**src/rtl/pstq_pkg.sv**
```systemverilog
// ----------------------------------------------------------------------------
// pstq_pkg: shared types and constants for the sorted transmit queue
// Holds field widths, result status codes, controller states and the
// command and status groups that join the controller and the datapath.
// ----------------------------------------------------------------------------
package pstq_pkg;

  localparam int BUNDLE_W = 16;
  localparam int PRIO_W   = 32;
  localparam int STATUS_W = 2;
  localparam int POS_W    = 5;
  localparam int LEN_W    = 5;

  typedef enum logic [STATUS_W-1:0] {
    STATUS_QUEUED    = 2'd0,
    STATUS_DUPLICATE = 2'd1,
    STATUS_REJECTED  = 2'd2
  } status_t;

  typedef enum logic [1:0] {
    ST_IDLE,
    ST_CMP,
    ST_UPD
  } state_t;

  // Commands from the controller to the datapath.
  typedef struct packed {
    logic load;
    logic compare;
    logic update;
  } cmd_t;

  // Status from the datapath to the controller.
  typedef struct packed {
    logic out_free;
  } stat_t;

endpackage

```
**src/rtl/pstq_req_if.sv**
```systemverilog
// ----------------------------------------------------------------------------
// pstq_req_if: insert request channel
// Carries one bundle index and its priority per transfer.
// ----------------------------------------------------------------------------
interface pstq_req_if;
  logic                                valid;
  logic                                ready;
  logic [pstq_pkg::BUNDLE_W-1:0]       bundle_index;
  logic signed [pstq_pkg::PRIO_W-1:0]  priority_req;

  modport source (output valid, output bundle_index, output priority_req, input ready);
  modport sink (input valid, input bundle_index, input priority_req, output ready);
endinterface

```
**src/rtl/pstq_rsp_if.sv**
```systemverilog
// ----------------------------------------------------------------------------
// pstq_rsp_if: insert result channel
// Carries the outcome of one insert and the queue state after it.
// ----------------------------------------------------------------------------
interface pstq_rsp_if;
  logic                           valid;
  logic                           ready;
  logic [pstq_pkg::STATUS_W-1:0]  status;
  logic [pstq_pkg::POS_W-1:0]     position;
  logic [pstq_pkg::LEN_W-1:0]     queue_length;
  logic                           overflow;
  logic [pstq_pkg::BUNDLE_W-1:0]  head_bundle;

  modport source (output valid, output status, output position, output queue_length,
                  output overflow, output head_bundle, input ready);
  modport sink (input valid, input status, input position, input queue_length,
                input overflow, input head_bundle, output ready);
endinterface

```
**src/rtl/pstq_ctrl.sv**
```systemverilog
// ----------------------------------------------------------------------------
// pstq_ctrl: insert sequencer
// Steps each request through load, compare and update, and holds the
// update while the result register is still occupied.
// ----------------------------------------------------------------------------
module pstq_ctrl (
  input  logic            clk,
  input  logic            rst,
  input  logic            req_valid,
  output logic            req_ready,
  input  pstq_pkg::stat_t stat,
  output pstq_pkg::cmd_t  cmd
);

  pstq_pkg::state_t state;
  pstq_pkg::state_t state_next;

  always_ff @(posedge clk) begin
    if (rst) begin
      state <= pstq_pkg::ST_IDLE;
    end else begin
      state <= state_next;
    end
  end

  always_comb begin
    state_next = state;
    case (state)
      pstq_pkg::ST_IDLE: begin
        if (req_valid) state_next = pstq_pkg::ST_CMP;
      end
      pstq_pkg::ST_CMP: begin
        state_next = pstq_pkg::ST_UPD;
      end
      pstq_pkg::ST_UPD: begin
        if (stat.out_free) state_next = pstq_pkg::ST_IDLE;
      end
      default: begin
        state_next = pstq_pkg::ST_IDLE;
      end
    endcase
  end

  always_comb begin
    req_ready   = 1'b0;
    cmd.load    = 1'b0;
    cmd.compare = 1'b0;
    cmd.update  = 1'b0;
    case (state)
      pstq_pkg::ST_IDLE: begin
        req_ready = 1'b1;
        cmd.load  = req_valid;
      end
      pstq_pkg::ST_CMP: begin
        cmd.compare = 1'b1;
      end
      pstq_pkg::ST_UPD: begin
        cmd.update = stat.out_free;
      end
      default: begin
        req_ready = 1'b0;
      end
    endcase
  end

endmodule

```
**src/rtl/pstq_datapath.sv**
```systemverilog
// ----------------------------------------------------------------------------
// pstq_datapath: queue slots, per-slot comparators and result register
// Every slot compares itself against the request; the update then moves
// each slot from its own and its neighbour's flags and two shared summaries, keeping the queue sorted.
// ----------------------------------------------------------------------------
module pstq_datapath #(
  parameter int QUEUE_DEPTH = 16,
  parameter int INDEX_BITS  = 16
) (
  input  logic                                clk,
  input  logic                                rst,
  input  pstq_pkg::cmd_t                      cmd,
  output pstq_pkg::stat_t                     stat,
  input  logic [pstq_pkg::BUNDLE_W-1:0]       bundle_index,
  input  logic signed [pstq_pkg::PRIO_W-1:0]  priority_req,
  pstq_rsp_if.source                          rsp
);

  localparam int KeyW = (INDEX_BITS < pstq_pkg::BUNDLE_W) ? INDEX_BITS : pstq_pkg::BUNDLE_W;
  localparam int CntW = $clog2(QUEUE_DEPTH + 1);

  logic [KeyW-1:0]                    slot_bundle [QUEUE_DEPTH];
  logic signed [pstq_pkg::PRIO_W-1:0] slot_prio   [QUEUE_DEPTH];
  logic [KeyW-1:0]                    up_bundle   [QUEUE_DEPTH];
  logic signed [pstq_pkg::PRIO_W-1:0] up_prio     [QUEUE_DEPTH];

  logic [KeyW-1:0]                    key;
  logic signed [pstq_pkg::PRIO_W-1:0] prio;
  logic [QUEUE_DEPTH-1:0]             hit;
  logic [QUEUE_DEPTH-1:0]             lt;
  logic [CntW-1:0]                    fill_count;
  logic                               overflow_flag;

  logic [QUEUE_DEPTH-1:0] valid_vec;
  logic [QUEUE_DEPTH-1:0] valid_prev;
  logic [QUEUE_DEPTH-1:0] lt_prev;
  logic [QUEUE_DEPTH-1:0] ins_vec;
  logic [QUEUE_DEPTH-1:0] shift_vec;
  logic [QUEUE_DEPTH-1:0] sel_vec;
  logic                   dup;
  logic                   any_lt;
  logic                   placed;
  logic                   full;
  logic [CntW-1:0]        pos_enc;
  logic [CntW-1:0]        pos_next;
  logic [CntW-1:0]        fill_count_next;
  logic                   overflow_flag_next;
  logic [KeyW-1:0]        head_key;
  logic [31:0]            pos_wide;
  logic [31:0]            len_wide;
  pstq_pkg::status_t      status_next;

  // A slot holds a live entry when it lies below the fill count.
  always_comb begin
    for (int k = 0; k < QUEUE_DEPTH; k++) begin
      valid_vec[k] = CntW'(k) < fill_count;
    end
  end

  assign valid_prev = (valid_vec << 1) | QUEUE_DEPTH'(1);
  assign lt_prev    = lt << 1;
  assign dup        = |hit;
  assign any_lt     = |lt;
  assign full       = (fill_count == CntW'(QUEUE_DEPTH));

  // The new entry lands at the first outranked slot, or appends when no
  // live slot is outranked. Every slot behind an outranked one moves back.
  always_comb begin
    for (int k = 0; k < QUEUE_DEPTH; k++) begin
      ins_vec[k]   = !dup && ((lt[k] && !lt_prev[k]) ||
                              (!any_lt && !valid_vec[k] && valid_prev[k]));
      shift_vec[k] = !dup && lt_prev[k];
    end
  end

  always_comb begin
    up_bundle[0] = key;
    up_prio[0]   = prio;
    for (int k = 1; k < QUEUE_DEPTH; k++) begin
      up_bundle[k] = slot_bundle[k-1];
      up_prio[k]   = slot_prio[k-1];
    end
  end

  assign placed  = |ins_vec;
  assign sel_vec = dup ? hit : ins_vec;

  always_comb begin
    pos_enc = '0;
    for (int k = 0; k < QUEUE_DEPTH; k++) begin
      if (sel_vec[k]) pos_enc = pos_enc | CntW'(k);
    end
  end

  always_comb begin
    if (dup) begin
      status_next = pstq_pkg::STATUS_DUPLICATE;
    end else if (placed) begin
      status_next = pstq_pkg::STATUS_QUEUED;
    end else begin
      status_next = pstq_pkg::STATUS_REJECTED;
    end
  end

  assign pos_next           = (dup || placed) ? pos_enc : CntW'(QUEUE_DEPTH);
  assign fill_count_next    = (placed && !full) ? fill_count + CntW'(1) : fill_count;
  assign overflow_flag_next = overflow_flag | (!dup && full);
  assign head_key           = ins_vec[0] ? key : slot_bundle[0];
  assign pos_wide           = 32'(pos_next);
  assign len_wide           = 32'(fill_count_next);

  assign stat.out_free = !rsp.valid || rsp.ready;

  always_ff @(posedge clk) begin
    if (cmd.load) begin
      key  <= bundle_index[KeyW-1:0];
      prio <= priority_req;
    end
    if (cmd.compare) begin
      for (int k = 0; k < QUEUE_DEPTH; k++) begin
        hit[k] <= valid_vec[k] && (slot_bundle[k] == key);
        lt[k]  <= valid_vec[k] && (slot_prio[k] < prio);
      end
    end
    if (cmd.update) begin
      for (int k = 0; k < QUEUE_DEPTH; k++) begin
        if (ins_vec[k]) begin
          slot_bundle[k] <= key;
          slot_prio[k]   <= prio;
        end else if (shift_vec[k]) begin
          slot_bundle[k] <= up_bundle[k];
          slot_prio[k]   <= up_prio[k];
        end
      end
      rsp.status       <= status_next;
      rsp.position     <= pos_wide[pstq_pkg::POS_W-1:0];
      rsp.queue_length <= len_wide[pstq_pkg::LEN_W-1:0];
      rsp.overflow     <= overflow_flag_next;
      rsp.head_bundle  <= (fill_count_next != '0) ? pstq_pkg::BUNDLE_W'(head_key) : '0;
    end
  end

  always_ff @(posedge clk) begin
    if (rst) begin
      fill_count    <= '0;
      overflow_flag <= 1'b0;
      rsp.valid     <= 1'b0;
    end else begin
      if (cmd.update) begin
        fill_count    <= fill_count_next;
        overflow_flag <= overflow_flag_next;
        rsp.valid     <= 1'b1;
      end else if (rsp.ready) begin
        rsp.valid     <= 1'b0;
      end
    end
  end

  a_fill_bound: assert property (@(posedge clk) disable iff (rst)
    fill_count <= CntW'(QUEUE_DEPTH))
    else $error("fill count beyond queue depth");

  a_single_hit: assert property (@(posedge clk) disable iff (rst)
    cmd.update |-> $onehot0(hit))
    else $error("bundle held in more than one slot");

  a_sorted: assert property (@(posedge clk) disable iff (rst)
    cmd.update |-> $onehot0(lt & ~(lt << 1)))
    else $error("outranked slots do not form one run, queue not sorted");

  a_result: assert property (@(posedge clk) disable iff (rst)
    cmd.update |=> rsp.valid)
    else $error("update did not present a result");

endmodule

```
**src/rtl/priority_sorted_tx_queue_insert.sv**
```systemverilog
// ----------------------------------------------------------------------------
// priority_sorted_tx_queue_insert: sorted transmit queue, insert side
// Keeps bundle indices ordered by descending priority with per-slot compare.
// ----------------------------------------------------------------------------
// Order: the request transfer latches the request, the compare step then
// registers the per-slot flags, and the update step loads the result
// register, later only if the result register still waits.
// A new request is taken only once the current one has passed its load,
// compare and update steps through the slot row.
// Reset empties the queue through the fill count and clears the overflow flag.
// ----------------------------------------------------------------------------
module priority_sorted_tx_queue_insert #(
  parameter int QUEUE_DEPTH = 16,
  parameter int INDEX_BITS  = 16
) (
  input logic        clk,
  input logic        rst,
  pstq_req_if.sink   req,
  pstq_rsp_if.source rsp
);

  // The controller walks each request through three steps. On the first,
  // the request transfer latches the bundle index (kept to INDEX_BITS bits)
  // and priority. On the second, every slot compares itself against the
  // request in parallel: a bundle match marks a duplicate, and a lower
  // stored priority marks an outranked slot. Because the queue is sorted,
  // outranked slots form one run at the tail of the live entries.
  pstq_pkg::cmd_t  cmd;
  pstq_pkg::stat_t stat;
  logic            req_ready;

  // On the third step the new entry lands at the head of that run, or is
  // appended when nothing is outranked. Entries behind it move back one
  // slot, and in a full queue the last entry falls off and sets overflow.
  // A full queue with nothing outranked rejects the request and also sets
  // overflow. The result register lets the next request transfer while a
  // result still waits; the update step holds until that register is free.
  assign req.ready = req_ready;

  pstq_ctrl u_ctrl (
    .clk       (clk),
    .rst       (rst),
    .req_valid (req.valid),
    .req_ready (req_ready),
    .stat      (stat),
    .cmd       (cmd)
  );

  pstq_datapath #(
    .QUEUE_DEPTH (QUEUE_DEPTH),
    .INDEX_BITS  (INDEX_BITS)
  ) u_datapath (
    .clk          (clk),
    .rst          (rst),
    .cmd          (cmd),
    .stat         (stat),
    .bundle_index (req.bundle_index),
    .priority_req (req.priority_req),
    .rsp          (rsp)
  );

endmodule

```
**src/flat_wrapper.sv**
```systemverilog
// flat-port wrapper written by rule: the top's interface ports become plain ports
module priority_sorted_tx_queue_insert_flat 
#(
  parameter int QUEUE_DEPTH = 16,
  parameter int INDEX_BITS  = 16
)
  (clk, rst, req_valid, req_bundle_index, req_priority_req, req_ready, rsp_valid, rsp_status, rsp_position, rsp_queue_length, rsp_overflow, rsp_head_bundle, rsp_ready);
  pstq_req_if req_i ();
  pstq_rsp_if rsp_i ();
  input logic clk;
  input logic rst;
  input wire logic [$bits(req_i.valid)-1:0] req_valid;
  input wire logic [$bits(req_i.bundle_index)-1:0] req_bundle_index;
  input wire logic [$bits(req_i.priority_req)-1:0] req_priority_req;
  output wire logic [$bits(req_i.ready)-1:0] req_ready;
  output wire logic [$bits(rsp_i.valid)-1:0] rsp_valid;
  output wire logic [$bits(rsp_i.status)-1:0] rsp_status;
  output wire logic [$bits(rsp_i.position)-1:0] rsp_position;
  output wire logic [$bits(rsp_i.queue_length)-1:0] rsp_queue_length;
  output wire logic [$bits(rsp_i.overflow)-1:0] rsp_overflow;
  output wire logic [$bits(rsp_i.head_bundle)-1:0] rsp_head_bundle;
  input wire logic [$bits(rsp_i.ready)-1:0] rsp_ready;
  assign req_i.valid = req_valid;
  assign req_i.bundle_index = req_bundle_index;
  assign req_i.priority_req = req_priority_req;
  assign req_ready = req_i.ready;
  assign rsp_valid = rsp_i.valid;
  assign rsp_status = rsp_i.status;
  assign rsp_position = rsp_i.position;
  assign rsp_queue_length = rsp_i.queue_length;
  assign rsp_overflow = rsp_i.overflow;
  assign rsp_head_bundle = rsp_i.head_bundle;
  assign rsp_i.ready = rsp_ready;
  priority_sorted_tx_queue_insert #(.QUEUE_DEPTH(QUEUE_DEPTH), .INDEX_BITS(INDEX_BITS)) u_core (.clk(clk), .rst(rst), .req(req_i), .rsp(rsp_i));
endmodule
```
**config.mk**
```make
export PLATFORM = sky130hd
export DESIGN_NAME = priority_sorted_tx_queue_insert_flat
export DESIGN_NICKNAME = d
export VERILOG_FILES = /design/src/rtl/pstq_pkg.sv /design/src/rtl/pstq_req_if.sv /design/src/rtl/pstq_rsp_if.sv /design/src/rtl/pstq_ctrl.sv /design/src/rtl/pstq_datapath.sv /design/src/rtl/priority_sorted_tx_queue_insert.sv /design/src/flat_wrapper.sv
export SDC_FILE = /design/constraint.sdc
export NUM_CORES = 2
export LEC_CHECK = 0
export ABC_AREA = 1
export BUFFER_PORTS_ARGS = -buffer_cell sky130_fd_sc_hd__buf_2
export CORE_MARGIN = 2
export CORE_UTILIZATION = 30
export DETAILED_ROUTE_END_ITERATION = 10
export GPL_ROUTABILITY_DRIVEN = 0
export SLEW_MARGIN = 20
export SYNTH_ARGS = -nofsm -noshare
export SYNTH_HDL_FRONTEND = slang
export SYNTH_SLANG_ARGS = --single-unit
```
**constraint.sdc**
```tcl
create_clock -name clk -period 10.53 [get_ports clk]
set_input_delay 0.5265 -clock clk [delete_from_list [all_inputs] [get_ports clk]]
set_output_delay 0.5265 -clock clk [all_outputs]
set_load 0.05 [all_outputs]
```
* Word-level counts from Yosys, hierarchy flattened
Memories as Yosys holds them, arrays and structs flattened.
Cells that the tools add are included.
** Cells by class
- Add/subtract/negate cells :: 1
- Multiply operators :: 0
- Div/mod/pow operators :: 0
- $lt $le $gt $ge :: 32
- Eq/ne operators :: 21
- Shift operators :: 0
- Mux-type cells :: 166
- Bitwise gates (word level) :: 31
- Reductions and logical operators :: 171
** Operators by type and width (number)
- $lt A32 B32 Y1 :: 16
- $mux W32 :: 15
- $mux W16 :: 17
- $eq A16 B16 Y1 :: 16
- $mux W1 :: 115
- $logic_and A1 B1 Y1 :: 111
- $reduce_or A16 Y1 :: 3
- $lt A4 B5 Y1 const A :: 8
- $logic_not A1 Y1 :: 35
- $mux W4 :: 8
- $or A1 B1 Y1 :: 31
- $lt A3 B5 Y1 const A :: 4
- $logic_or A1 B1 Y1 :: 18
- $mux W3 :: 4
- $lt A1 B5 Y1 const A :: 2
- $lt A2 B5 Y1 const A :: 2
- $mux W2 :: 5
- $pmux W2 S3 :: 1
- $add A5 B1 Y5 const B :: 1
- $eq A5 B5 Y1 const B :: 1
- $mux W5 :: 1
- $reduce_bool A5 Y1 :: 1
- $ne A2 B2 Y1 const B :: 2
- $eq A2 B1 Y1 const B :: 1
- other kinds (4) :: 4
** Word-level totals
- Flip-flop bits (word level) :: 118
- Latch bits :: 0
- Memory bits (writable) :: 768
- ROM bits :: 0
- Input port bits :: 52
- Output and inout port bits :: 31
- Logic and storage cells :: 437
- Memories :: 2
** Memories
- u_core.u_datapath.slot_prio :: depth 16, width 32, read ports 16, clocked after Yosys merged registers in 0, wr ports 16, line pstq_datapath.sv:23 : logic signed [pstq_pkg::PRIO_W-1:0] slot_prio [QUEUE_DEPTH];
- u_core.u_datapath.slot_bundle :: depth 16, width 16, read ports 16, clocked after Yosys merged registers in 0, wr ports 16, line pstq_datapath.sv:22 : logic [KeyW-1:0] slot_bundle [QUEUE_DEPTH];

* Longest topological paths before layout
- Word-level depth :: 22
- Mapped depth :: 19
- Depth with buffers taken out :: 17

* By module
A second synthesis with hierarchy kept.
** Unflattened totals
- Cell total of the unflattened synthesis :: 5154
- Area total of the unflattened synthesis :: 50352.0 sq um
** Modules (own cells, without submodules)
- pstq_datapath :: instances 1, cells each 5139, area an instance 50249.4 sq um, sequential area each 26475.4 sq um
- pstq_ctrl :: instances 1, cells each 15, area an instance 102.6 sq um, sequential area each 40.0 sq um

* Least setup slack after synthesis
Ideal clock, no wire load.
- Path type :: register to register
- From :: register u_core.u_datapath.hit[4]
- To :: memory u_core.u_datapath.slot_bundle[0][112] (netlist name) (enable)
- Setup time :: 483 ps
- Arrival :: 3987 ps
- Required time :: 10047 ps
- Path slack :: 6060 ps
- Stages on the path, launching flop included :: 10
- Clock period less this slack :: 4470 ps
- Cells stage by stage :: edfxtp_1 -> nor2_1 -> nand4_1 -> nor2_1 -> buf_2 -> inv_2 -> nor2_4 -> buf_2 -> inv_1 -> a31oi_1
** RTL lines
- from (decl) :: line pstq_datapath.sv:29 : logic [QUEUE_DEPTH-1:0] hit;
- from (signal, indexed assignment) :: line pstq_datapath.sv:121 : hit[k] <= valid_vec[k] && (slot_bundle[k] == key);
- to (decl) :: line pstq_datapath.sv:22

==> out/results.md <==
Outcome
• **status** complete, no violations

Critical path
• **Crit Path Class** flop to flop
• **critical path's top delay family** buffers and inverters
• **setup slack, reg-to-reg** 6.84 ns
• **buffers plus inverters on the worst setup path** 4
• **Worst EP required** 10.86 ns
• **path depth of the worst reg2reg path** 9
• **worst-path maximum fanout** 32
• **arrival time reported for the critical path endpoint** 4.02 ns
• **endpoint of the most critical register-to-register path** u_core.u_datapath.slot_prio[1][4]$_DFFE_PP_
• **ordered cell list for the critical path** nor2_1 -> nand4_1 -> nor2_1 -> inv_2 -> nor2_4 -> buf_4 -> inv_1 -> a21oi_4 -> buf_4
• **master of the slowest instance on the critical path** sky130_fd_sc_hd__a21oi_4
• **start of the worst register-to-register path** u_core.u_datapath.hit[4]$_DFFE_PN_
• **maximum single-stage delay on the critical path** 0.66 ns
• **nature of the critical path endpoint** flop
• **Setup crit start kind** flop

Clocking
• **cell at the root of the clock tree** sky130_fd_sc_hd__clkbuf_16
• **clock edge transition at the registers on the reported setup and hold paths** 0.06 ns
• **number of buffers created by CTS** 99
• **H-Tree Level Count** 3
• **CTS Buffer Depth** 3
• **clock tree from TritonCTS** done
• **later-pin clock latency in the skew report** 0.72 ns
• **total of cells resized after clock tree synthesis** 0
• **TritonCTS Sinks** 886

Cells and area
• **commonest non-fill, non-tap cells in the layout** sky130_fd_sc_hd__edfxtp_1 (877), sky130_fd_sc_hd__a21oi_1 (829), sky130_fd_sc_hd__nor2_1 (706)
• **storage element area** 0.0265 sq mm
• **ratio of cells with drive above 1 in the final layout** 7.33%
• **Layout Cells excl Fill** 7253
• **area grow syn2layout** 12.8%
• **NumNets Final** 5537
• **end-of-flow core utilization** 34.0%
• **filler instances** 16400
• **ant diodes** 0
• **commonest non-fill, non-tap cell in the layout** sky130_fd_sc_hd__edfxtp_1
• **area of the multi-input gates** 0.0210 sq mm

Pwr
• **logic gate share of total power** 8.8%
• **leakage component of the power** 21.7 nW
• **total internal power** 0.00599 W
• **ratio of total power to cell area** 143 mW/mm^2
• **sequential group share of total power** 49.2%
• **worst ir drop on vdd** 118 uV
• **switch share** 24.9%
• **NetSw** 0.00199 W
• **part of the power in the clock network** 42.0%

Min path
• **Worst Min Path Start** req_priority_req[31]
• **kind of path behind the tightest hold check** input pin to flop
• **worst-case hold path end point** u_core.u_datapath.prio[31]$_DFFE_PP_
• **hold path cells** 1

Synth
• **netlist area before placement** 0.0495 sq mm
• **cells after synthesis** 4948
• **sequential share of the synthesized area** 53.6%
• **fraction of synthesis flops using an asynchronous set or reset pin** 0%
• **synthesized area divided by synthesized cell count** 9.99 sq um
• **post-synthesis net count** 5498
• **number of register bits inferred by synthesis** 886
• **dominant register cell in the synthesized netlist** sky130_fd_sc_hd__edfxtp_1
• **count of yosys warnings during synthesis** 0
• **number of flops mapped to enable cells by yosys** 877
• **library cells used by synthesis** 50

STA
• **min Tclk post-route** 3.69 ns
• **Finish-stage setup viols** 0
• **relative slew slack** 14.7%
• **setup total negative slack** 0 ns
• **Tcrit/Tclk final** 35.0%
• **final hold vios** 0
• **setup repair after global routing missed its margin** false
• **fmax** 271 MHz
• **final clock skew** 0.0240 ns
• **Worst Tran Pin Value** 1.28 ns
• **fin. max-slew vios** 0

Run
• **MaxCap Viol Count** 0

Detailed routing
• **vias after detailed routing** 37900
• **antenna viol nets, final** 0
• **Avg Vias per Cell** 5.22
• **Iter 0 DRT Violations** 3922
• **final routed wire length divided by cell count** 20.4 microns
• **residual DRC count** 0
• **number of detailed-route iterations in the first pass** 8
• **Final Routed Wirelength** 148 mm

Placement
• **Placed Instances** 7041
• **IO Port Bufs** 82
• **half-perimeter wire length after detailed placement** 99.3 mm

Floorplan
• **vertical die dimension** 410 microns
• **area of the placeable core** 0.164 sq mm
• **number of primary I/O pins** 83
• **Site Rows** 149
• **effective utilization at floorplan** 30.1%
• **Die Footprint** 0.168 sq mm
• **overall die width** 410 microns

Global routing
• **overall global routing resource usage** 17.2%
• **initial antenna violation count** 4
• **wire length of the first global-routing pass** 222 mm
• **overall overflow remaining after global route** 0
• **vias in the first global route** 36400
• **largest net degree at the start of global routing** 98

[worst max path at each step]
| stage | cells after the start | to | startpoint | slack (ns) |
|---|---|---|---|---|
| after floorplan | 9 | u_core.u_datapath.slot_bundle[0][112]$_DFFE_PP_ | u_core.u_datapath.hit[4]$_DFFE_PN_ | 6.06 |
| after global placement | 8 | u_core.u_datapath.slot_prio[1][172]$_DFFE_PP_ | rsp_ready | 6.69 |
| after detailed placement | 9 | u_core.u_datapath.slot_prio[0][13]$_DFFE_PP_ | rsp_ready | 6.94 |
| after CTS | 9 | u_core.u_datapath.slot_prio[0][3]$_DFFE_PP_ | u_core.u_datapath.hit[4]$_DFFE_PN_ | 6.96 |
| after global routing | 8 | u_core.u_datapath.slot_prio[1][169]$_DFFE_PP_ | u_core.u_datapath.hit[7]$_DFFE_PN_ | 6.62 |
| final | 9 | u_core.u_datapath.slot_prio[1][4]$_DFFE_PP_ | u_core.u_datapath.hit[4]$_DFFE_PN_ | 6.84 |
[power groups by stage]
stage | sequential [W] | clock [W] | combinational [W]
2_1_floorplan | 0.00400 | 0 | 0.000428
3_3_place_gp | 0.00400 | 0 | 0.000666
3_5_place_dp | 0.00400 | 0 | 0.000685
4_1_cts | 0.00393 | 0.00340 | 0.000697
5_1_grt | 0.00393 | 0.00352 | 0.000776
6_report | 0.00393 | 0.00335 | 0.000700
[sequential cells by signal, summed over array words and instances, names as in the netlist]
name and flops:
u_core.u_datapath.prio 32, u_core.u_datapath.fill_count 5, u_core.u_datapath.key 16, u_core.u_datapath.rsp.position 5, u_core.u_datapath.slot_prio 512, u_core.u_datapath.rsp.status 2
u_core.u_datapath.hit 16, u_core.u_ctrl.state 2, u_core.u_datapath.overflow_flag 1, u_core.u_datapath.lt 16, u_core.u_datapath.slot_bundle 256, u_core.u_datapath.rsp.overflow 1
u_core.u_datapath.rsp.queue_length 5, u_core.u_datapath.rsp.head_bundle 16, u_core.u_datapath.rsp.valid 1
[cell families after synthesis]
logic type	after synthesis	synth area share, %
adder cells (fa/ha/maj)	498	12.6
buffers and inverters	549	4.28
flip-flops	886	53.6
XOR/XNOR	108	1.91
AND/OR/NAND/NOR	1594	13.2
AO/OA/AOI/OAI	1313	14.4
[area by class of cell]
| class | instances | area share (%) |
|---|---|---|
| clock buffer | 127 | 4.63 |
| clock inverter | 51 | 0.782 |
| inverter | 285 | 1.93 |
| multi-input combinational | 3513 | 37.7 |
| sequential | 886 | 47.5 |
| tap | 2189 | 4.91 |
| timing repair buffer | 202 | 2.53 |
[per-layer routing]
layer	up-vias	GRT usage, %	wire length (microns)
met5	-	0	12
met4	2	6.50	5220
met3	264	2.46	10900
met2	1415	28.4	68900
met1	18300	22.7	62900
li1	17900	-	-
[Yosys cell counts (10+ instances only)]
cell type | instances | area share [%]
sky130_fd_sc_hd__a211oi_1 | 24 | 0.36
sky130_fd_sc_hd__a21o_1 | 16 | 0.24
sky130_fd_sc_hd__a21oi_1 | 831 | 8.4
sky130_fd_sc_hd__a221oi_1 | 50 | 0.89
sky130_fd_sc_hd__buf_1 | 18 | 0.14
sky130_fd_sc_hd__buf_2 | 33 | 0.33
sky130_fd_sc_hd__clkbuf_1 | 210 | 1.6
sky130_fd_sc_hd__edfxtp_1 | 877 | 53
sky130_fd_sc_hd__ha_1 | 498 | 13
sky130_fd_sc_hd__inv_1 | 273 | 2.1
sky130_fd_sc_hd__nand2_1 | 618 | 4.7
sky130_fd_sc_hd__nand3_1 | 124 | 1.3
sky130_fd_sc_hd__nand4_1 | 43 | 0.54
sky130_fd_sc_hd__nor2_1 | 708 | 5.4
sky130_fd_sc_hd__nor2_2 | 12 | 0.15
sky130_fd_sc_hd__nor3_1 | 21 | 0.21
sky130_fd_sc_hd__nor4_1 | 46 | 0.58
sky130_fd_sc_hd__o211ai_1 | 10 | 0.15
sky130_fd_sc_hd__o21ai_0 | 250 | 2.5
sky130_fd_sc_hd__o21ai_1 | 15 | 0.15
sky130_fd_sc_hd__o22ai_1 | 68 | 0.86
sky130_fd_sc_hd__xnor2_1 | 46 | 0.81
sky130_fd_sc_hd__xor2_1 | 62 | 1.1
[repair_timing]
item,CTS,global route
hold buffers,33,0
endpoints found under the hold margin,33,0
setup buffers,0,0
setup endpoints to repair,0,0
[per-stage QoR]
stage	area, sq um	hold WS (ns)	total power, W	setup WS [ns]
after floorplan	49500	0.424	0.00443	6.06
after detailed placement	52400	0.432	0.00469	6.94
after CTS	55700	0.00150	0.00803	6.96
final	55800	0.0301	0.00798	6.84
after global routing	55800	0.0226	0.00823	6.62
after global placement	52400	0.430	0.00467	6.69
Power figures use the tool's default switching activity.
